File: src/rtl/lsc_interp.sv
// Endpoint interpolation of the clipper: start + u * delta, rounded half up.
// Two register stages, four multipliers; uses no package.
module lsc_interp #(
    parameter int COORD_BITS = 12,
    parameter int FRAC_BITS  = 16
) (
    input  logic                         clk,
    input  logic                         rst_n,
    input  logic                         in_valid,
    input  logic        [FRAC_BITS:0]    u1,
    input  logic        [FRAC_BITS:0]    u2,
    input  logic                         reject,
    input  logic signed [COORD_BITS-1:0] x1,
    input  logic signed [COORD_BITS-1:0] y1,
    input  logic signed [COORD_BITS:0]   dx,
    input  logic signed [COORD_BITS:0]   dy,
    output logic                         done,
    output logic                         visible,
    output logic signed [COORD_BITS-1:0] clip_start_x,
    output logic signed [COORD_BITS-1:0] clip_start_y,
    output logic signed [COORD_BITS-1:0] clip_end_x,
    output logic signed [COORD_BITS-1:0] clip_end_y
);

    localparam int W  = COORD_BITS + 1;
    localparam int MW = FRAC_BITS + 2 + W;
    localparam logic signed [MW-1:0] HALF = MW'(2 ** (FRAC_BITS - 1));

    logic                         v_reg;
    logic                         rej_reg;
    logic signed [COORD_BITS-1:0] x1_reg, y1_reg;
    logic signed [MW-1:0]         m_reg [4];
    logic signed [MW-1:0]         sh    [4];
    logic signed [COORD_BITS-1:0] res   [4];
    logic signed [FRAC_BITS+1:0]  su1, su2;

    assign su1 = $signed({1'b0, u1});
    assign su2 = $signed({1'b0, u2});

    always_comb
    begin
        for (int i = 0; i < 4; i++)
        begin
            // Arithmetic shift of a two's complement value is a floor.
            sh[i] = (m_reg[i] + HALF) >>> FRAC_BITS;
        end
        res[0] = sh[0][COORD_BITS-1:0] + x1_reg;
        res[1] = sh[1][COORD_BITS-1:0] + y1_reg;
        res[2] = sh[2][COORD_BITS-1:0] + x1_reg;
        res[3] = sh[3][COORD_BITS-1:0] + y1_reg;
    end

    always_ff @(posedge clk or negedge rst_n)
    begin
        if (!rst_n)
        begin
            v_reg <= 1'b0;
            done  <= 1'b0;
        end
        else
        begin
            v_reg <= in_valid;
            done  <= v_reg;
        end
    end

    always_ff @(posedge clk)
    begin
        m_reg[0] <= su1 * dx;
        m_reg[1] <= su1 * dy;
        m_reg[2] <= su2 * dx;
        m_reg[3] <= su2 * dy;
        rej_reg  <= reject;
        x1_reg   <= x1;
        y1_reg   <= y1;

        visible      <= !rej_reg;
        clip_start_x <= rej_reg ? '0 : res[0];
        clip_start_y <= rej_reg ? '0 : res[1];
        clip_end_x   <= rej_reg ? '0 : res[2];
        clip_end_y   <= rej_reg ? '0 : res[3];
    end

endmodule

File: config.mk
export PLATFORM = sky130hd
export DESIGN_NAME = lsc_interp
export DESIGN_NICKNAME = d
export VERILOG_FILES = /design/src/rtl/lsc_interp.sv
export SDC_FILE = /design/constraint.sdc
export NUM_CORES = 2
export LEC_CHECK = 0
export BUFFER_PORTS_ARGS = -buffer_cell sky130_fd_sc_hd__buf_2
export CAP_MARGIN = 20
export CORE_UTILIZATION = 59
export CTS_CLUSTER_SIZE = 10
export DETAILED_ROUTE_END_ITERATION = 16
export MAX_ROUTING_LAYER = met4
export PLACE_DENSITY = 0.87
export SYNTH_ARGS = -nofsm -noshare
export SYNTH_HDL_FRONTEND = slang
export SYNTH_SLANG_ARGS = --single-unit
File: constraint.sdc
create_clock -name clk -period 2.7 [get_ports clk]
set_input_delay 0.27 -clock clk [delete_from_list [all_inputs] [get_ports clk]]
set_output_delay 0.27 -clock clk [all_outputs]
set_load 0.1 [all_outputs]
==> results.py <==
metrics = {
    "place": {
        "dp_hpwl_mm": 68.1,
        "globalplace.congestion": 0.936,
        "io_buffers": 137,
        "dp.cells": 4478,
    },
    "logic_synthesis": {
        "syn_nets": 4524,
        "synth-compound-area-share": 0.0406,
        "avgSynthCellArea_um2": 9.29,
        "synth-edff-count": 0,
        "yosysWarnings": 0,
        "synth_ff_type": "dfxtp_1",
        "synth.distinct_cells": 48,
        "synthMuxAreaShare": 0,
        "synthCells": 3400,
        "synth-xor-area-share": 0.0438,
        "async_reset_ff_frac": 0.0156,
        "synth_fa_ha_area_frac": 0.567,
        "synth_area_mm2": 0.0316,
        "synth-seq-cells": 128,
        "synth-simple-area-share": 0.175,
        "synth_top_family_by_area": "adder cells",
        "synth.yosys.seq_area_share": 0.0815,
    },
    "floorplan": {
        "dieArea_mm2": 0.0545,
        "core_mm2": 0.0528,
        "die_x_um": 233,
        "start_util": 0.599,
        "die_h_um": 233,
        "row_count": 84,
        "ios": 138,
    },
    "clock_tree": {
        "cts_tree": "yes",
        "path_clk_slew_ps": 60,
        "cts-root-buf": "clkbuf_16",
        "clockBufferDepth": 2,
        "cts_sinks": 128,
        "cts-htree-levels": 4,
        "cts_made_buffers": 17,
        "insertion_delay_ps": 450,
    },
    "timing": {
        "max_slew.worst_pin.slew_ps": 882,
        "setup_viol": 57,
        "timing.final.crit_share": 2.17,
        "rsz0062_at_grt": "true",
        "setup_slack_ps": -3160,
        "fmax_mhz": 171,
        "slew_headroom": 0.412,
        "hold_viol": 0,
        "layout_min_cycle_time_ps": 5860,
        "fin_skew_ps": 11.3,
        "drv_slew": 0,
    },
    "setup_path": {
        "r2r_start": "m_reg[1][16]",
        "worst_path_most_repeated_cell": "buf_4",
        "max_stage_delay_ps": 860,
        "worstPathArrival_ps": 6190,
        "r2r_cells": 12,
        "path_max_fanout": 7,
        "worstSetupStartpoint": "dy[1]",
        "cp_data_required_time_ps": 3040,
        "cp_top_family": "adder cells",
        "endpoint_kind": "register",
        "regToRegSetupSlack_ps": -100,
        "critPathKind": "in -> reg",
        "crit_end": "m_reg[1][25]",
        "path_cells": "buf_12 -> buf_12 -> buf_4 -> buf_4 -> nand2_1 -> fa_1 -> inv_1 -> ha_1 -> fa_2 -> fa_2 -> fa_1 -> ha_4 -> ha_4 -> and3_4 -> nand3_4 -> or4_4 -> o211ai_4 -> a31o_1 -> buf_4 -> a21o_1 -> a21oi_2 -> xnor2_1",
        "regToRegEndpoint": "clip_start_y[10]",
        "cp_slowest_cell": "fa_1",
        "crit_path_start_kind": "input port",
        "worst-path-stages": 22,
        "crit_buf_inv": 6,
    },
    "grt": {
        "overflow": 0,
        "antenna_found_initial": 16,
        "grt_pass1_wl_mm": 161,
        "grt_max_degree": 35,
        "grt_util_all_layers": 0.400,
        "grt_pass1_vias": 31400,
    },
    "layout": {
        "layout_commonest_cell": "fa_1",
        "layout.nets": 5067,
        "final_cell_mix": "614 x fa_1, 594 x inv_1, 435 x nand2_1",
        "fillCellCount": 2636,
        "layout.cells.non_filler": 4665,
        "syn_to_final_growth_pct": 28.2,
        "largest_register_ffs": 52,
        "drive_gt1_frac": 0.266,
    },
    "drt": {
        "drt-initial-drc-count": 4313,
        "drtPass1Iterations": 14,
        "top_layer_used": "met4",
        "drc": 16,
        "wl_mm": 129,
        "wl_met1_mm": 36.5,
        "met2_length_mm": 55.1,
        "wl_per_cell_um": 27.7,
        "wl_met3_mm": 21.4,
        "antenna_left": 0,
        "viasPerCell": 6.51,
        "vias": 30400,
    },
    "status": {
        "status": "finished with violations",
        "violations": "design-rule violations, negative setup slack",
    },
    "run": {
        "drv_cap": 0,
    },
    "worst_hold_path": {
        "hold_path_class": "in -> async",
    },
}
[layout make-up]
class,count,area [um^2],share of cell area
inverter,626,2350,0.0581
sequential,128,2610,0.0645
clock inverter,13,163,0.00402
antenna,21,52.6,0.00130
timing repair buffer,675,5920,0.146
tap,688,861,0.0213
multi-input combinational,2495,28100,0.694
clock buffer,19,443,0.0109
[through the flow]
| stage | hold WS (ps) | util | cell area (um^2) | setup slack (ps) | setup TNS, ps |
|---|---|---|---|---|---|
| 3_3_place_gp | 54.4 | 0.685 | 36100 | -3030 | -138950 |
| 2_1_floorplan | -25.6 | - | 32000 | -2750 | -116080 |
| 3_5_place_dp | 56.3 | 0.685 | 36100 | -3110 | -144380 |
| 5_1_grt | 135 | 0.767 | 40500 | -3140 | -145090 |
| 6_report | 141 | 0.767 | 40500 | -3160 | -140870 |
| 4_1_cts | 112 | 0.739 | 39000 | -2450 | -113790 |
[synth_stat cells (all sizes together), types with 6 or more instances]
| cell type | n | share of area |
|---|---|---|
| a21o | 35 | 0.0083 |
| nor2 | 92 | 0.011 |
| inv | 626 | 0.074 |
| nor2b | 60 | 0.012 |
| dfxtp | 126 | 0.080 |
| nor3 | 13 | 0.0021 |
| o21a | 12 | 0.0029 |
| clkbuf | 150 | 0.018 |
| a31oi | 6 | 0.0012 |
| ha | 376 | 0.15 |
| o21ai | 31 | 0.0050 |
| a21oi | 61 | 0.0098 |
| nand2 | 448 | 0.053 |
| xor2 | 39 | 0.011 |
| nand4 | 9 | 0.0018 |
| and2 | 395 | 0.078 |
| o21bai | 20 | 0.0048 |
| xnor2 | 119 | 0.033 |
| and3 | 18 | 0.0036 |
| fa | 660 | 0.42 |
| nand2b | 22 | 0.0044 |
| nand3 | 43 | 0.0068 |
[routing by layer]
metal | vias to the layer above | GRT usage
met5 | - | -
met1 | 14100 | 0.413
li1 | 11300 | -
met4 | 0 | 0.303
met2 | 3326 | 0.637
met3 | 1652 | 0.126
[worst reg2reg max path: cells and delay by family (launching register included)]
kind | cells | cell delay (ps)
flip-flops | 1 | 340
adder cells (fa/ha/maj) | 3 | 830
AND/OR/NAND/NOR | 1 | 80
XOR/XNOR | 1 | 260
AO/OA/AOI/OAI | 7 | 1150
[logic make-up (layout without fill, tap and decap cells)]
logic type                 Yosys count  in the layout
buffers and inverters              777           1333
and+or+nand+nor                   1106           1106
AOI/OAI and AO/OA                  195            195
other                                0             21
xor gates and xnor gates           158            158
DFF                                128            128
adders and majority gates         1036           1036
[how the worst min path moves through the flow]
stage	start	slack [ps]	endpoint	cells after the start
after floorplan	rst_n	-30	done	0
after global placement	rst_n	50	v_reg	1
after detailed placement	rst_n	60	v_reg	1
after CTS	rst_n	110	done	2
after global routing	rst_n	130	done	2
final	rst_n	140	done	2
[timing repair]
action | 4_1_cts | 5_1_grt
hold buffers | 27 | 0
setup buffers | 65 | 46
pin swaps | 157 | 173
setup endpoints to repair | 63 | 67
gates resized for setup | 280 | 273
gates cloned | 7 | 3
endpoints found under the hold margin | 28 | 0
Power is not shown: default switching activity piles up to over one toggle a cycle in this logic, so the estimate is an artifact.
