`config.mk`:
```
export PLATFORM = sky130hd
export DESIGN_NAME = lsc_div
export DESIGN_NICKNAME = d
export VERILOG_FILES = /design/src/rtl/lsc_div.sv
export SDC_FILE = /design/constraint.sdc
export NUM_CORES = 2
export LEC_CHECK = 0
export ABC_AREA = 1
export BUFFER_PORTS_ARGS = -buffer_cell sky130_fd_sc_hd__buf_2
export CELL_PAD_IN_SITES_DETAIL_PLACEMENT = 1
export CELL_PAD_IN_SITES_GLOBAL_PLACEMENT = 2
export CORE_ASPECT_RATIO = 1.1
export CORE_MARGIN = 4
export CORE_UTILIZATION = 42
export DETAILED_ROUTE_END_ITERATION = 12
export PLACE_DENSITY = 0.94
export SLEW_MARGIN = 20
export SYNTH_ARGS = -nofsm -noshare
export SYNTH_HDL_FRONTEND = slang
export SYNTH_SLANG_ARGS = --single-unit
export TNS_END_PERCENT = 30
```
`constraint.sdc`:
```
create_clock -name clk -period 9.85 [get_ports clk]
set_input_delay 1.4775 -clock clk [delete_from_list [all_inputs] [get_ports clk]]
set_output_delay 1.4775 -clock clk [all_outputs]
set_load 0.005 [all_outputs]
```
`src/rtl/lsc_div.sv`:
```
// Pipelined restoring divider for the two clip parameters, one quotient bit per stage.
// Gives floor((n * 2^FRAC_BITS + floor(d / 2)) / d) for n <= d; uses no package.
module lsc_div #(
    parameter int DEN_W     = 12,
    parameter int FRAC_BITS = 16,
    parameter int PAY_W     = 8
) (
    input  logic                 clk,
    input  logic                 rst_n,
    input  logic                 in_valid,
    input  logic [DEN_W-1:0]     n1,
    input  logic [DEN_W-1:0]     d1,
    input  logic [DEN_W-1:0]     n2,
    input  logic [DEN_W-1:0]     d2,
    input  logic [PAY_W-1:0]     in_pay,
    output logic                 out_valid,
    output logic [FRAC_BITS:0]   u1,
    output logic [FRAC_BITS:0]   u2,
    output logic [PAY_W-1:0]     out_pay
);

    localparam int NS = FRAC_BITS + 1;
    localparam int RW = DEN_W + 1;
    localparam int QW = FRAC_BITS + 1;

    logic [NS-1:0]    v_reg;
    logic [RW-1:0]    r_reg [NS][2];
    logic [QW-1:0]    q_reg [NS][2];
    logic [DEN_W-1:0] d_reg [NS][2];
    logic [PAY_W-1:0] pay_reg [NS];

    logic [RW-1:0]    r_try [NS][2];
    logic [QW-1:0]    q_in  [NS][2];
    logic [DEN_W-1:0] d_in  [NS][2];
    logic             qbit  [NS][2];

    logic [RW-1:0]    sum_fix [2];
    logic             out_v_reg;

    genvar s, k;

    generate
        for (s = 0; s < NS; s++)
        begin : g_stage
            for (k = 0; k < 2; k++)
            begin : g_lane
                if (s == 0)
                begin : g_first
                    assign r_try[s][k] = (k == 0) ? {1'b0, n1} : {1'b0, n2};
                    assign d_in[s][k]  = (k == 0) ? d1 : d2;
                    assign q_in[s][k]  = '0;
                end
                else
                begin : g_next
                    assign r_try[s][k] = {r_reg[s-1][k][DEN_W-1:0], 1'b0};
                    assign d_in[s][k]  = d_reg[s-1][k];
                    assign q_in[s][k]  = q_reg[s-1][k];
                end

                assign qbit[s][k] = (r_try[s][k] >= {1'b0, d_in[s][k]});

                always_ff @(posedge clk)
                begin
                    r_reg[s][k] <= qbit[s][k] ? (r_try[s][k] - {1'b0, d_in[s][k]})
                                              : r_try[s][k];
                    q_reg[s][k] <= {q_in[s][k][QW-2:0], qbit[s][k]};
                    d_reg[s][k] <= d_in[s][k];
                end
            end

            always_ff @(posedge clk)
            begin
                if (s == 0)
                begin
                    pay_reg[s] <= in_pay;
                end
                else
                begin
                    pay_reg[s] <= pay_reg[(s == 0) ? 0 : s-1];
                end
            end
        end
    endgenerate

    always_ff @(posedge clk or negedge rst_n)
    begin
        if (!rst_n)
        begin
            v_reg     <= '0;
            out_v_reg <= 1'b0;
        end
        else
        begin
            v_reg     <= {v_reg[NS-2:0], in_valid};
            out_v_reg <= v_reg[NS-1];
        end
    end

    // The half divisor is added after the long division: remainder plus half stays below 2d.
    always_comb
    begin
        for (int i = 0; i < 2; i++)
        begin
            sum_fix[i] = r_reg[NS-1][i] + {2'b00, d_reg[NS-1][i][DEN_W-1:1]};
        end
    end

    always_ff @(posedge clk)
    begin
        u1      <= q_reg[NS-1][0] + QW'(sum_fix[0] >= {1'b0, d_reg[NS-1][0]});
        u2      <= q_reg[NS-1][1] + QW'(sum_fix[1] >= {1'b0, d_reg[NS-1][1]});
        out_pay <= pay_reg[NS-1];
    end

    assign out_valid = out_v_reg;

endmodule

```
==> impl_metrics.tcl <==
set metrics [dict create \
    run_status "finished clean" \
    leakagePower_nw 32.77 \
    crit_top_cell "sky130_fd_sc_hd__nand2_1" \
    layout_worst_path_cycle_share_pct 40.18 \
    synthesis_to_finish_area_growth_pct 12.12 \
    synth_flop_cell "sky130_fd_sc_hd__dfxtp_1" \
    clock_power_share_pct 23.1 \
    asyncSetResetFlopFracSynth_pct 1.364 \
    register_area_mm2 0.02652 \
    first_global_vias 47970 \
    max_stage_delay_ns 0.42 \
    synthSimpleGateAreaFrac_pct 21.07 \
    multi_input_comb_area_mm2 0.02627 \
    yosysTopAreaCell "sky130_fd_sc_hd__dfxtp_1" \
    critical_path.slowest_cell "sky130_fd_sc_hd__fa_1" \
    min_period_ns 3.957 \
    critical_path_data_arrival_time_ns 4.68 \
    timing.critical_path.from_type "flip-flop" \
    cp-endpoint "u2[16]" \
    place_inst 8700 \
    port-buffer-count 101 \
    cts.sinks 1320 \
    core.rowCount 142 \
    design.die.area_mm2 0.1439 \
    drcViolationCount 0 \
    cts_setup_buffers 0 \
    share_comb_of_total_power_pct 42.6 \
    rsz0062_at_grt "false" \
    syn_avg_cell_area_um2 8.447 \
    core_area_mm2 0.1366 \
    detailed_route_vias_per_instance 4.946 \
    antenna-diode-count 0 \
    timing.max_slew.rel_slack_pct 36.12 \
    synth_seq_cells 1320 \
    syn-cell-area_mm2 0.05789 \
    flip_flop_count_of_the_largest_register_all_copies_and_words_added 410 \
    p_sw_mw 9.686 \
    pnr_worst_setup_slack_ns 5.893 \
    instances_no_fill 8952 \
    power.share.sequential_pct 34.3 \
    cts.path.max_buffers 3 \
    synth_xor_xnor_area_share_pct 4.191 \
    yosysWarnings 0 \
    synth_cell_type_count 43 \
    totalNegativeSetupSlack_ns 0 \
    detailedRoute.firstPassIterationCount 5 \
    cell_internal_pwr_mw 13.71 \
    detail_route.iter0.violations 1733 \
    tritoncts "done" \
    p_per_area_mw_per_mm2 360.4 \
    peak_vdd_ir_v 0.0002125 \
    synth.yosys.seq_area_share_pct 45.80 \
    worstReg2RegStart "d_reg[16][1]" \
    final-hold-violation-count 0 \
    io-pin-count 102 \
    fillCellCount 16180 \
    setup_crit_path_kind "flip-flop to flip-flop" \
    hold_buffers 0 \
    worst_clock_skew_ns 0.04983 \
    worst_hold_path.num_cells 0 \
    drv_cap 0 \
    synth-edff-count 0 \
    r2r_cells 27 \
    grt_use_total_pct 20.86 \
    cts-resized-gates 0 \
    synth.cells.most_frequent "sky130_fd_sc_hd__nand2_1, sky130_fd_sc_hd__dfxtp_1, sky130_fd_sc_hd__inv_1, sky130_fd_sc_hd__ha_1, sky130_fd_sc_hd__nor2_1" \
    avgRoutedWirePerCell_um 16.76 \
    htree_num_levels 4 \
    yosys.cell_count.top_type "sky130_fd_sc_hd__nand2_1" \
    crit_start "d_reg[16][1]" \
    clkLatencyLatePin_ns 0.80 \
    pre_cts_ws_ns 5.905 \
    synthMuxAreaShare_pct 0 \
    grt_antenna_before_repair 0 \
    grt_use_met3_pct 2.689 \
    worstMarginPinSlew_ns 0.9556 \
    globalRouteMet2Util_pct 40.60 \
    via_count 44280 \
    cts_buffer_count 137 \
    path_buf_inv 3 \
    final_nets 7592 \
    crit_path_end_kind "flip-flop" \
    max_clock_freq_mhz 252.7 \
    maximum_number_of_pins_on_one_net_before_global_route_repair 22 \
    clk_transition_reported_paths_ns 0.06 \
    initial_utilization_pct 42.37 \
    netlist_top_cells_area "sky130_fd_sc_hd__dfxtp_1, sky130_fd_sc_hd__ha_1, sky130_fd_sc_hd__nand2_1" \
    die_x_um 362.0 \
    r2r_setup_slack_ns 5.89 \
    synth-compound-area-share_pct 8.969 \
    slew_violations 0 \
    grt_met1_use_pct 22.82 \
    number_of_nets_produced_by_synthesis 7407 \
    synth_top_family_by_area "simple AND/OR/NAND/NOR gates" \
    place_hpwl_um 119700 \
    critical_path.top_delay_family "simple AND/OR/NAND/NOR gates" \
    syn_inst 6854 \
    sum_of_overflow_across_all_layers_after_global_routing 0 \
    cts-root-buf "sky130_fd_sc_hd__clkbuf_16" \
    sw_frac_of_total_pct 41.41 \
    top_fanout_value_on_the_critical_path 4 \
    crit_required_ns 10.57 \
    hp-class "flip-flop to flip-flop" \
    setup_viol_count_final 0 \
    reg2reg_to "u2[16]" \
    post-synth-top-area-fraction_pct 45.02 \
    most_used_routing_layer_in_global_routing "met2" \
    final_layout_size_suffix_gt1_share_pct 7.872 \
    first_pass_grt_wire_length_um 244300 \
    dieHeight_um 397.4 \
    totalWireLength_um 150100 \
    gp_congestion 0.8788 \
    timing.critical_path.depth 27 \
    postRouteAntennaNets 0 \
    synth_fa_ha_area_share_pct 11.14 \
]
[power by group through the flow]
stage / clock [mW] / combinational, mW / sequential, mW
floorplan: 0 / 7.78 / 7.61
global placement: 0 / 9.62 / 8.08
detailed placement: 0 / 9.91 / 8.14
CTS: 5.57 / 10.1 / 8.05
global route: 5.80 / 11.4 / 8.17
finish: 5.41 / 9.96 / 8.02
[routing by layer]
metal	routed length (um)	part of all wire, %
met5	0	0
met4	5292	3.5
met3	3379	2.3
met2	80220	53
met1	61180	41
[worst register-to-register path: cells and delay by family (launching register included)]
family / cells / cell delay (ns)
buffers and inverters: 3 / 0.20
AND/OR/NAND/NOR: 18 / 1.97
XOR/XNOR: 2 / 0.31
flip-flops: 1 / 0.34
adder cells (fa/ha/maj): 4 / 1.11
[kinds of logic (layout without fill, tap and decap cells)]
group,after synthesis,count (layout)
flip-flops,1320,1320
AO/OA/AOI/OAI,881,881
buffers and inverters,1257,1555
AND/OR/NAND/NOR,2625,2625
XOR/XNOR,277,277
adder cells (fa/ha/maj),494,494
[how the worst min path moves through the flow]
| stage | slack [ns] | end | start |
|---|---|---|---|
| 3_3_place_gp | 0.31 | pay_reg[8][5] | pay_reg[7][5] |
| 2_1_floorplan | 0.31 | out_pay[0] | pay_reg[16][0] |
| 5_1_grt | 0.33 | q_reg[7][6] | q_reg[6][5] |
| 3_5_place_dp | 0.31 | pay_reg[2][2] | pay_reg[1][2] |
| 4_1_cts | 0.31 | q_reg[7][6] | q_reg[6][5] |
| 6_report | 0.31 | q_reg[7][6] | q_reg[6][5] |
[layout make-up]
| cell class | instances | area share, % |
|---|---|---|
| Tap cell | 1800 | 3.470 |
| Timing Repair Buffer | 101 | 0.7787 |
| Clock inverter | 78 | 1.690 |
| Multi-Input combinational cell | 4277 | 40.47 |
| Inverter | 1202 | 6.951 |
| Sequential cell | 1320 | 40.85 |
| Clock buffer | 174 | 5.792 |
[stage by stage]
stage	cell area, um2	util (%)	hold WS (ns)	power, mW
3_3_place_gp	60050	43.95	0.3097	17.70
5_1_grt	64910	47.51	0.3262	25.37
3_5_place_dp	60050	43.95	0.3132	18.05
4_1_cts	64910	47.51	0.3089	23.67
2_1_floorplan	57890	-	0.3096	15.39
6_report	64910	47.51	0.3079	23.39
[layout by cell type (no fill, tap or decap), types with 5 or more instances in the layout]
cell / synthesis / layout
sky130_fd_sc_hd__a21boi_0: 35 / 35
sky130_fd_sc_hd__a21o_1: 33 / 33
sky130_fd_sc_hd__a21oi_1: 280 / 280
sky130_fd_sc_hd__a21oi_2: 27 / 27
sky130_fd_sc_hd__a21oi_4: 10 / 10
sky130_fd_sc_hd__and2_1: 13 / 13
sky130_fd_sc_hd__buf_2: 0 / 101
sky130_fd_sc_hd__bufinv_16: 0 / 13
sky130_fd_sc_hd__clkbuf_1: 0 / 20
sky130_fd_sc_hd__clkbuf_16: 0 / 139
sky130_fd_sc_hd__clkbuf_8: 0 / 15
sky130_fd_sc_hd__clkinv_16: 0 / 9
sky130_fd_sc_hd__clkinv_2: 0 / 21
sky130_fd_sc_hd__clkinv_4: 0 / 10
sky130_fd_sc_hd__clkinvlp_4: 0 / 16
sky130_fd_sc_hd__dfrtp_1: 18 / 18
sky130_fd_sc_hd__dfxtp_1: 1302 / 1302
sky130_fd_sc_hd__fa_1: 36 / 36
sky130_fd_sc_hd__ha_1: 458 / 458
sky130_fd_sc_hd__inv_1: 1199 / 1199
sky130_fd_sc_hd__inv_6: 0 / 5
sky130_fd_sc_hd__nand2_1: 1336 / 1336
sky130_fd_sc_hd__nand2_2: 24 / 24
sky130_fd_sc_hd__nand3_1: 351 / 351
sky130_fd_sc_hd__nand3_2: 73 / 73
sky130_fd_sc_hd__nand3_4: 21 / 21
sky130_fd_sc_hd__nand3b_1: 24 / 24
sky130_fd_sc_hd__nand4_1: 302 / 302
sky130_fd_sc_hd__nor2_1: 380 / 380
sky130_fd_sc_hd__nor2_2: 12 / 12
sky130_fd_sc_hd__nor3_1: 42 / 42
sky130_fd_sc_hd__nor3b_1: 12 / 12
sky130_fd_sc_hd__nor4_1: 15 / 15
sky130_fd_sc_hd__o21ai_0: 245 / 245
sky130_fd_sc_hd__o21ai_1: 119 / 119
sky130_fd_sc_hd__o21ai_2: 55 / 55
sky130_fd_sc_hd__o21bai_1: 69 / 69
sky130_fd_sc_hd__or2_1: 9 / 9
sky130_fd_sc_hd__xnor2_1: 80 / 80
sky130_fd_sc_hd__xor2_1: 197 / 197
(Power assumes the default switching activity.)
