[src/rtl/lsc_select.sv]
// Boundary selection stages of the clipper: edge distances, entering and leaving ratios.
// Six register stages; ratios are compared exactly by cross multiplication. Uses no package.
module lsc_select #(
    parameter int COORD_BITS = 12
) (
    input  logic                         clk,
    input  logic                         rst_n,
    input  logic                         in_valid,
    input  logic signed [COORD_BITS-1:0] x1,
    input  logic signed [COORD_BITS-1:0] y1,
    input  logic signed [COORD_BITS-1:0] x2,
    input  logic signed [COORD_BITS-1:0] y2,
    input  logic signed [COORD_BITS-1:0] win_l,
    input  logic signed [COORD_BITS-1:0] win_r,
    input  logic signed [COORD_BITS-1:0] win_b,
    input  logic signed [COORD_BITS-1:0] win_t,
    output logic                         out_valid,
    output logic        [COORD_BITS-1:0] out_n1,
    output logic        [COORD_BITS-1:0] out_d1,
    output logic        [COORD_BITS-1:0] out_n2,
    output logic        [COORD_BITS-1:0] out_d2,
    output logic                         out_reject,
    output logic signed [COORD_BITS-1:0] out_x1,
    output logic signed [COORD_BITS-1:0] out_y1,
    output logic signed [COORD_BITS:0]   out_dx,
    output logic signed [COORD_BITS:0]   out_dy
);

    localparam int W  = COORD_BITS + 1;
    localparam int PW = 2 * W;

    localparam logic signed [W-1:0] ONE  = W'(1);
    localparam logic signed [W-1:0] ZERO = '0;

    logic [5:0] v_reg;

    // Stage 1: deltas and signed distances to each edge.
    logic signed [COORD_BITS-1:0] x1_1_reg, y1_1_reg;
    logic signed [W-1:0] dx_1_reg, dy_1_reg, ql_1_reg, qr_1_reg, qb_1_reg, qt_1_reg;

    // Stage 2: x axis already folded into the running entering and leaving ratios.
    logic signed [COORD_BITS-1:0] x1_2_reg, y1_2_reg;
    logic signed [W-1:0] dx_2_reg, dy_2_reg;
    logic signed [W-1:0] en_2_reg, ed_2_reg, ln_2_reg, ld_2_reg, eyn_2_reg, lyn_2_reg, ady_2_reg;
    logic yok_2_reg, par_2_reg;

    // Stage 3: cross products for the y axis candidates.
    logic signed [COORD_BITS-1:0] x1_3_reg, y1_3_reg;
    logic signed [W-1:0] dx_3_reg, dy_3_reg;
    logic signed [W-1:0] en_3_reg, ed_3_reg, ln_3_reg, ld_3_reg, eyn_3_reg, lyn_3_reg, ady_3_reg;
    logic yok_3_reg, par_3_reg;
    logic signed [PW-1:0] pey_3_reg, pex_3_reg, ply_3_reg, plx_3_reg;

    // Stage 4: final entering and leaving ratios.
    logic signed [COORD_BITS-1:0] x1_4_reg, y1_4_reg;
    logic signed [W-1:0] dx_4_reg, dy_4_reg, en_4_reg, ed_4_reg, ln_4_reg, ld_4_reg;
    logic par_4_reg;

    // Stage 5: cross products for the empty span test.
    logic signed [COORD_BITS-1:0] x1_5_reg, y1_5_reg;
    logic signed [W-1:0] dx_5_reg, dy_5_reg, en_5_reg, ed_5_reg, ln_5_reg, ld_5_reg;
    logic par_5_reg;
    logic signed [PW-1:0] pa_5_reg, pb_5_reg;

    logic signed [W-1:0] x1_e, y1_e;
    logic signed [W-1:0] en_c, ed_c, ln_c, ld_c, eyn_c, lyn_c, adx_c, ady_c, exn_c, lxn_c;
    logic dx_zero, dy_zero, dx_pos, dy_pos, take_ex, take_lx, par_c;
    logic take_ey, take_ly;

    assign x1_e = {x1[COORD_BITS-1], x1};
    assign y1_e = {y1[COORD_BITS-1], y1};

    always_comb
    begin
        dx_zero = (dx_1_reg == ZERO);
        dy_zero = (dy_1_reg == ZERO);
        dx_pos  = !dx_1_reg[W-1] && !dx_zero;
        dy_pos  = !dy_1_reg[W-1] && !dy_zero;
        adx_c   = dx_pos ? dx_1_reg : -dx_1_reg;
        ady_c   = dy_pos ? dy_1_reg : -dy_1_reg;
        exn_c   = dx_pos ? -ql_1_reg : -qr_1_reg;
        lxn_c   = dx_pos ? qr_1_reg : ql_1_reg;
        eyn_c   = dy_pos ? -qb_1_reg : -qt_1_reg;
        lyn_c   = dy_pos ? qt_1_reg : qb_1_reg;
        // Against the initial ratios 0 and 1 the compare needs no multiply.
        take_ex = !dx_zero && (exn_c > ZERO);
        take_lx = !dx_zero && (lxn_c < adx_c);
        en_c    = take_ex ? exn_c : ZERO;
        ed_c    = take_ex ? adx_c : ONE;
        ln_c    = take_lx ? lxn_c : ONE;
        ld_c    = take_lx ? adx_c : ONE;
        par_c   = (dx_zero && (ql_1_reg[W-1] || qr_1_reg[W-1]))
                || (dy_zero && (qb_1_reg[W-1] || qt_1_reg[W-1]));
    end

    assign take_ey = yok_3_reg && (pey_3_reg > pex_3_reg);
    assign take_ly = yok_3_reg && (ply_3_reg < plx_3_reg);

    always_ff @(posedge clk or negedge rst_n)
    begin
        if (!rst_n)
        begin
            v_reg <= '0;
        end
        else
        begin
            v_reg <= {v_reg[4:0], in_valid};
        end
    end

    always_ff @(posedge clk)
    begin
        x1_1_reg <= x1;
        y1_1_reg <= y1;
        dx_1_reg <= {x2[COORD_BITS-1], x2} - x1_e;
        dy_1_reg <= {y2[COORD_BITS-1], y2} - y1_e;
        ql_1_reg <= x1_e - {win_l[COORD_BITS-1], win_l};
        qr_1_reg <= {win_r[COORD_BITS-1], win_r} - x1_e;
        qb_1_reg <= y1_e - {win_b[COORD_BITS-1], win_b};
        qt_1_reg <= {win_t[COORD_BITS-1], win_t} - y1_e;

        x1_2_reg  <= x1_1_reg;
        y1_2_reg  <= y1_1_reg;
        dx_2_reg  <= dx_1_reg;
        dy_2_reg  <= dy_1_reg;
        en_2_reg  <= en_c;
        ed_2_reg  <= ed_c;
        ln_2_reg  <= ln_c;
        ld_2_reg  <= ld_c;
        eyn_2_reg <= eyn_c;
        lyn_2_reg <= lyn_c;
        ady_2_reg <= ady_c;
        yok_2_reg <= !dy_zero;
        par_2_reg <= par_c;

        x1_3_reg  <= x1_2_reg;
        y1_3_reg  <= y1_2_reg;
        dx_3_reg  <= dx_2_reg;
        dy_3_reg  <= dy_2_reg;
        en_3_reg  <= en_2_reg;
        ed_3_reg  <= ed_2_reg;
        ln_3_reg  <= ln_2_reg;
        ld_3_reg  <= ld_2_reg;
        eyn_3_reg <= eyn_2_reg;
        lyn_3_reg <= lyn_2_reg;
        ady_3_reg <= ady_2_reg;
        yok_3_reg <= yok_2_reg;
        par_3_reg <= par_2_reg;
        pey_3_reg <= eyn_2_reg * ed_2_reg;
        pex_3_reg <= en_2_reg * ady_2_reg;
        ply_3_reg <= lyn_2_reg * ld_2_reg;
        plx_3_reg <= ln_2_reg * ady_2_reg;

        x1_4_reg  <= x1_3_reg;
        y1_4_reg  <= y1_3_reg;
        dx_4_reg  <= dx_3_reg;
        dy_4_reg  <= dy_3_reg;
        en_4_reg  <= take_ey ? eyn_3_reg : en_3_reg;
        ed_4_reg  <= take_ey ? ady_3_reg : ed_3_reg;
        ln_4_reg  <= take_ly ? lyn_3_reg : ln_3_reg;
        ld_4_reg  <= take_ly ? ady_3_reg : ld_3_reg;
        par_4_reg <= par_3_reg;

        x1_5_reg  <= x1_4_reg;
        y1_5_reg  <= y1_4_reg;
        dx_5_reg  <= dx_4_reg;
        dy_5_reg  <= dy_4_reg;
        en_5_reg  <= en_4_reg;
        ed_5_reg  <= ed_4_reg;
        ln_5_reg  <= ln_4_reg;
        ld_5_reg  <= ld_4_reg;
        par_5_reg <= par_4_reg;
        pa_5_reg  <= en_4_reg * ld_4_reg;
        pb_5_reg  <= ln_4_reg * ed_4_reg;

        // On a surviving segment both ratios lie in [0, 1], so the low bits suffice.
        out_n1     <= en_5_reg[COORD_BITS-1:0];
        out_d1     <= ed_5_reg[COORD_BITS-1:0];
        out_n2     <= ln_5_reg[COORD_BITS-1:0];
        out_d2     <= ld_5_reg[COORD_BITS-1:0];
        out_reject <= par_5_reg || (pa_5_reg > pb_5_reg);
        out_x1     <= x1_5_reg;
        out_y1     <= y1_5_reg;
        out_dx     <= dx_5_reg;
        out_dy     <= dy_5_reg;
    end

    assign out_valid = v_reg[5];

endmodule

[config.mk]
export PLATFORM = sky130hd
export DESIGN_NAME = lsc_select
export DESIGN_NICKNAME = d
export VERILOG_FILES = /design/src/rtl/lsc_select.sv
export SDC_FILE = /design/constraint.sdc
export NUM_CORES = 2
export LEC_CHECK = 0
export BUFFER_PORTS_ARGS = -buffer_cell sky130_fd_sc_hd__clkbuf_2
export CAP_MARGIN = 0
export CELL_PAD_IN_SITES_DETAIL_PLACEMENT = 1
export CELL_PAD_IN_SITES_GLOBAL_PLACEMENT = 1
export CORE_ASPECT_RATIO = 2
export CORE_UTILIZATION = 38
export CTS_CLUSTER_DIAMETER = 120
export DETAILED_ROUTE_END_ITERATION = 10
export PLACE_DENSITY_LB_ADDON = 0.05
export SYNTH_ARGS = -nofsm -noshare
export SYNTH_HDL_FRONTEND = slang
export SYNTH_SLANG_ARGS = --single-unit
export TNS_END_PERCENT = 100
[constraint.sdc]
create_clock -name clk -period 15.6 [get_ports clk]
set_clock_uncertainty 0.15 [all_clocks]
set_input_delay 3.12 -clock clk [delete_from_list [all_inputs] [get_ports clk]]
set_output_delay 3.12 -clock clk [all_outputs]
set_load 0.1 [all_outputs]
==> results_tabular.tex <==
\begin{tabular}{lr}
\hline
Metric & Value \\
\hline
\multicolumn{2}{l}{\textbf{Outcome}} \\
\quad Result of the run & finished clean \\
\multicolumn{2}{l}{\textbf{STA}} \\
\quad Max-slew violation total from the final report & 0 \\
\quad Final setup vio count & 0 \\
\quad Final min period & between 6 and 7 ns \\
\quad Slew @ Worst Pin & between 1 and 1.5 ns \\
\quad Fmax & 0.154 GHz \\
\quad RSZ-0062 raised after global routing & false \\
\quad Fin. Hold Viols & 0 \\
\quad Worst rel slew slack & between 20\% and 30\% \\
\quad Least setup slack across all paths after layout & 9.12 ns \\
\quad Final clock period utilization by the worst path & between 40 and 50\% \\
\quad Setup total negative slack & 0 ns \\
\multicolumn{2}{l}{\textbf{Routing}} \\
\quad DR DRC count & 0 \\
\quad Routed length per placed instance & 21.4 µm \\
\quad Total via count in the routed design & 41.7k \\
\quad Sum of routed wire length over all layers & 183,000 µm \\
\quad Pre-Repair DR Iteration Count & 5 \\
\quad Via-per-instance ratio & 4.88 \\
\quad Detail Route Antenna Nets & 0 \\
\quad Initial detailed-routing violation count & 1,205 \\
\multicolumn{2}{l}{\textbf{Global route}} \\
\quad Antenna violations before repair & 5 \\
\quad Via count of the first global-routing pass & 49.7k \\
\quad Maximum number of pins on one net before global-route repair & 46 \\
\quad Gr usage total & 22.9\% \\
\quad Remaining global-route overflow & 0 \\
\quad Global-route wire length before repair & 285,000 µm \\
\multicolumn{2}{l}{\textbf{Clock network}} \\
\quad Hold buffers post-CTS & 0 \\
\quad Number of resized instances in the post-cts repair step & 0 \\
\quad Setup Buffers After CTS & 0 \\
\quad Clock insertion delay at the later pin of the skew report & about 0.7 ns \\
\quad Maximum root-to-sink buffer count & 3 \\
\quad Sink Count & 849 \\
\quad Buffer type at the clock tree root & clkbuf\_16 \\
\quad Clock tree from TritonCTS & yes \\
\quad Maximum level of the CTS H-tree & 3 \\
\quad Number of buffers added by the clock tree synthesis step & between 80 and 90 \\
\quad Clk slew on worst S/H paths & 0.08 ns \\
\multicolumn{2}{l}{\textbf{Synth}} \\
\quad Post-synthesis cell type count & 76 \\
\quad Combined area of all synthesized cells & roughly 63,000 µm² \\
\quad Number of synthesized flops with an enable pin & 0 \\
\quad Synthesized net count & about 7.8k \\
\quad Number of warning messages in the yosys log & 0 \\
\quad Primary flip-flop cell chosen by synthesis mapping & dfxtp\_1 \\
\quad Synthesized flop and latch total & between 800 and 900 \\
\quad Number of instances in the synthesized netlist & 6,189 \\
\quad Share of synthesized flip-flops with an asynchronous set or reset & less than 1\% \\
\quad Synthesized area per cell & 10.2 µm² \\
\quad Seq/Total Area, Yosys & 27.1\% \\
\multicolumn{2}{l}{\textbf{Worst setup path}} \\
\quad Cell at the slowest stage of the critical path & o311ai\_1 \\
\quad Most prevalent standard cell on the critical path & fa\_1 \\
\quad Cell breakdown of the critical path & and2\_1 > fa\_1 > inv\_1 > fa\_1 > inv\_1 > fa\_1 > inv\_1 > fa\_1 > inv\_1 > fa\_1 > ha\_1 > ha\_1 > o21ai\_1 > a21boi\_1 > o311ai\_1 > a211oi\_1 > or3\_1 > a31o\_1 > a21oi\_1 > xnor2\_1 \\
\quad Arr. time, crit path & approximately 6.9 ns \\
\quad Critical Path Start Type & flip-flop \\
\quad Launch point of the worst path & ln\_2\_reg[7] \\
\quad Minimum setup slack among reg-to-reg paths & between 9 and 10 ns \\
\quad Worst setup path class & flip-flop to flip-flop \\
\quad Critical Path Sink Type & flip-flop \\
\quad Largest fanout on the critical path & 14 \\
\quad FF-to-FF path depth & 20 \\
\quad Peak per-stage delay on the critical path & 0.58 ns \\
\quad Worst flop-to-flop path startpoint & ln\_2\_reg[7] \\
\quad Reg2Reg Capture Point & plx\_3\_reg[25] \\
\quad Critical path required time & 16.05 ns \\
\multicolumn{2}{l}{\textbf{Die}} \\
\quad Boundary pin count & 199 \\
\quad Core Rows & 210 \\
\quad Die Area & 167,000 µm² \\
\quad Die height & 577 µm \\
\quad Area of the core & 164,000 µm² \\
\quad Effective utilization at floorplan & 38.4\% \\
\quad Width of the die & roughly 290 µm \\
\multicolumn{2}{l}{\textbf{Finish}} \\
\quad Final-stage net count & 8,000 \\
\quad Ratio of cells with drive above 1 in the final layout & 7.19\% \\
\quad Post-Route Utilization & 42.3\% \\
\quad Synth-to-layout area growth & 10.2\% \\
\multicolumn{2}{l}{\textbf{Hold path}} \\
\quad Endpoint of the worst hold path & out\_d1[7] \\
\quad Instance count along the most critical hold path & 0 \\
\quad Worst min-delay path startpoint & ed\_5\_reg[7] \\
\quad Worst hold path class & flip-flop to flip-flop \\
\multicolumn{2}{l}{\textbf{Placed design}} \\
\quad Final weighted congestion of routability-driven global placement & 0.828 \\
\quad Worst slack after detailed placement & 9.08 ns \\
\quad Port Buffer Count & 198 \\
\quad Estimated wirelength of the detail-placed design & 148,000 µm \\
\multicolumn{2}{l}{\textbf{Run}} \\
\quad Max-capacitance violation count & 0 \\
\hline
\end{tabular}
-- layout make-up --
class	instances	area, µm²
diodes	3	7.51
clock buffers	110	2400
clock inverters	45	597
fillers	18300	94700
inverters	1195	4490
multi-input cells	3971	40700
flip-flops and latches	849	17000
well taps	2120	2650
repair buffers	253	1400
-- Yosys cell counts, types with 6 or more instances --
cell type  instances  area (µm²)
mux2_1            28         315
or3_1             14        87.6
o21bai_1           8        60.1
a211oi_1          20         150
o31ai_1           12        90.1
and2_4             8        70.1
a21boi_1           6        45.0
ha_1             569        7120
nand2b_1          51         319
o211ai_1          12        90.1
o41ai_1           12         105
a41o_1            10         100
fa_1             978       19600
xor2_1            60         526
nor2_1           247         927
o21a_1            26         195
or4_1             13        97.6
nor4_1            12        75.1
inv_1           1192        4470
dfxtp_1          843       16900
xnor2_1          206        1800
nor2b_1           36         225
clkbuf_1         160         601
o21ai_0           89         445
a31oi_1            8        50.1
and3_1            11        68.8
mux2i_1           10         100
a21boi_0          11        82.6
dfrtp_1            6         150
mux2_2            35         394
a21oi_1          124         621
a21o_1            60         450
o41a_1             6        67.6
and2_1           443        2770
o21ai_1           12        60.1
nand3_1           35         175
nand4_1           16         100
buf_2              8        40.0
nor3_1            47         235
nand2_1          677        2540
-- layout by cell type (no fill, tap or decap), types with 60 or more instances in the layout --
master / Yosys / routed
a21o_1: 60 / 60
a21oi_1: 124 / 123
and2_1: 443 / 443
clkbuf_16: 0 / 88
clkbuf_2: 0 / 198
dfxtp_1: 843 / 843
fa_1: 978 / 978
ha_1: 569 / 569
inv_1: 1192 / 1192
nand2_1: 677 / 677
nor2_1: 247 / 247
o21ai_0: 89 / 89
xnor2_1: 206 / 206
xor2_1: 60 / 60
-- logic make-up after synthesis --
logic type      synth area share, %
compound gates                 4.67
xor+xnor                       3.70
fa+ha+maj                      42.5
buf+inv                        8.22
flops                          27.1
mux                            1.29
other cells                 0.00596
simple gates                   12.6
-- layer usage --
layer | up-vias | wire, µm | GRT usage, %
met2 | 646 | 109000 | 47.3
li1 | 19200 | - | -
met5 | - | 0 | 0
met4 | 0 | 11400 | 12.6
met3 | 348 | 4260 | 2.32
met1 | 21600 | 58300 | 21.0
-- worst max-delay path: cells and delay by family, from the launching register on --
family | cells | cell delay, ns
flops | 1 | 0.54
buf+inv | 4 | 0.22
compound gates | 6 | 1.48
xor+xnor | 1 | 0.15
fa+ha+maj | 7 | 3.09
simple gates | 2 | 0.76
-- per-stage QoR --
step	hold slack (ns)	instances	cell area (µm²)
after floorplan	0.160	6189	62900
after global placement	0.160	8388	66300
after detailed placement	0.163	8388	66300
after CTS	0.158	8543	69300
after global routing	0.159	8544	69300
final	0.157	8546	69300
-- worst max-delay path by stage --
stage	to	depth (start not counted)
global route	pa_5_reg[24]	20
detailed placement	pa_5_reg[24]	20
finish	plx_3_reg[25]	20
global placement	pa_5_reg[24]	20
floorplan	plx_3_reg[25]	19
CTS	plx_3_reg[25]	21
Power is not shown: default switching activity piles up to over one toggle a cycle in this logic, so the estimate is an artifact.
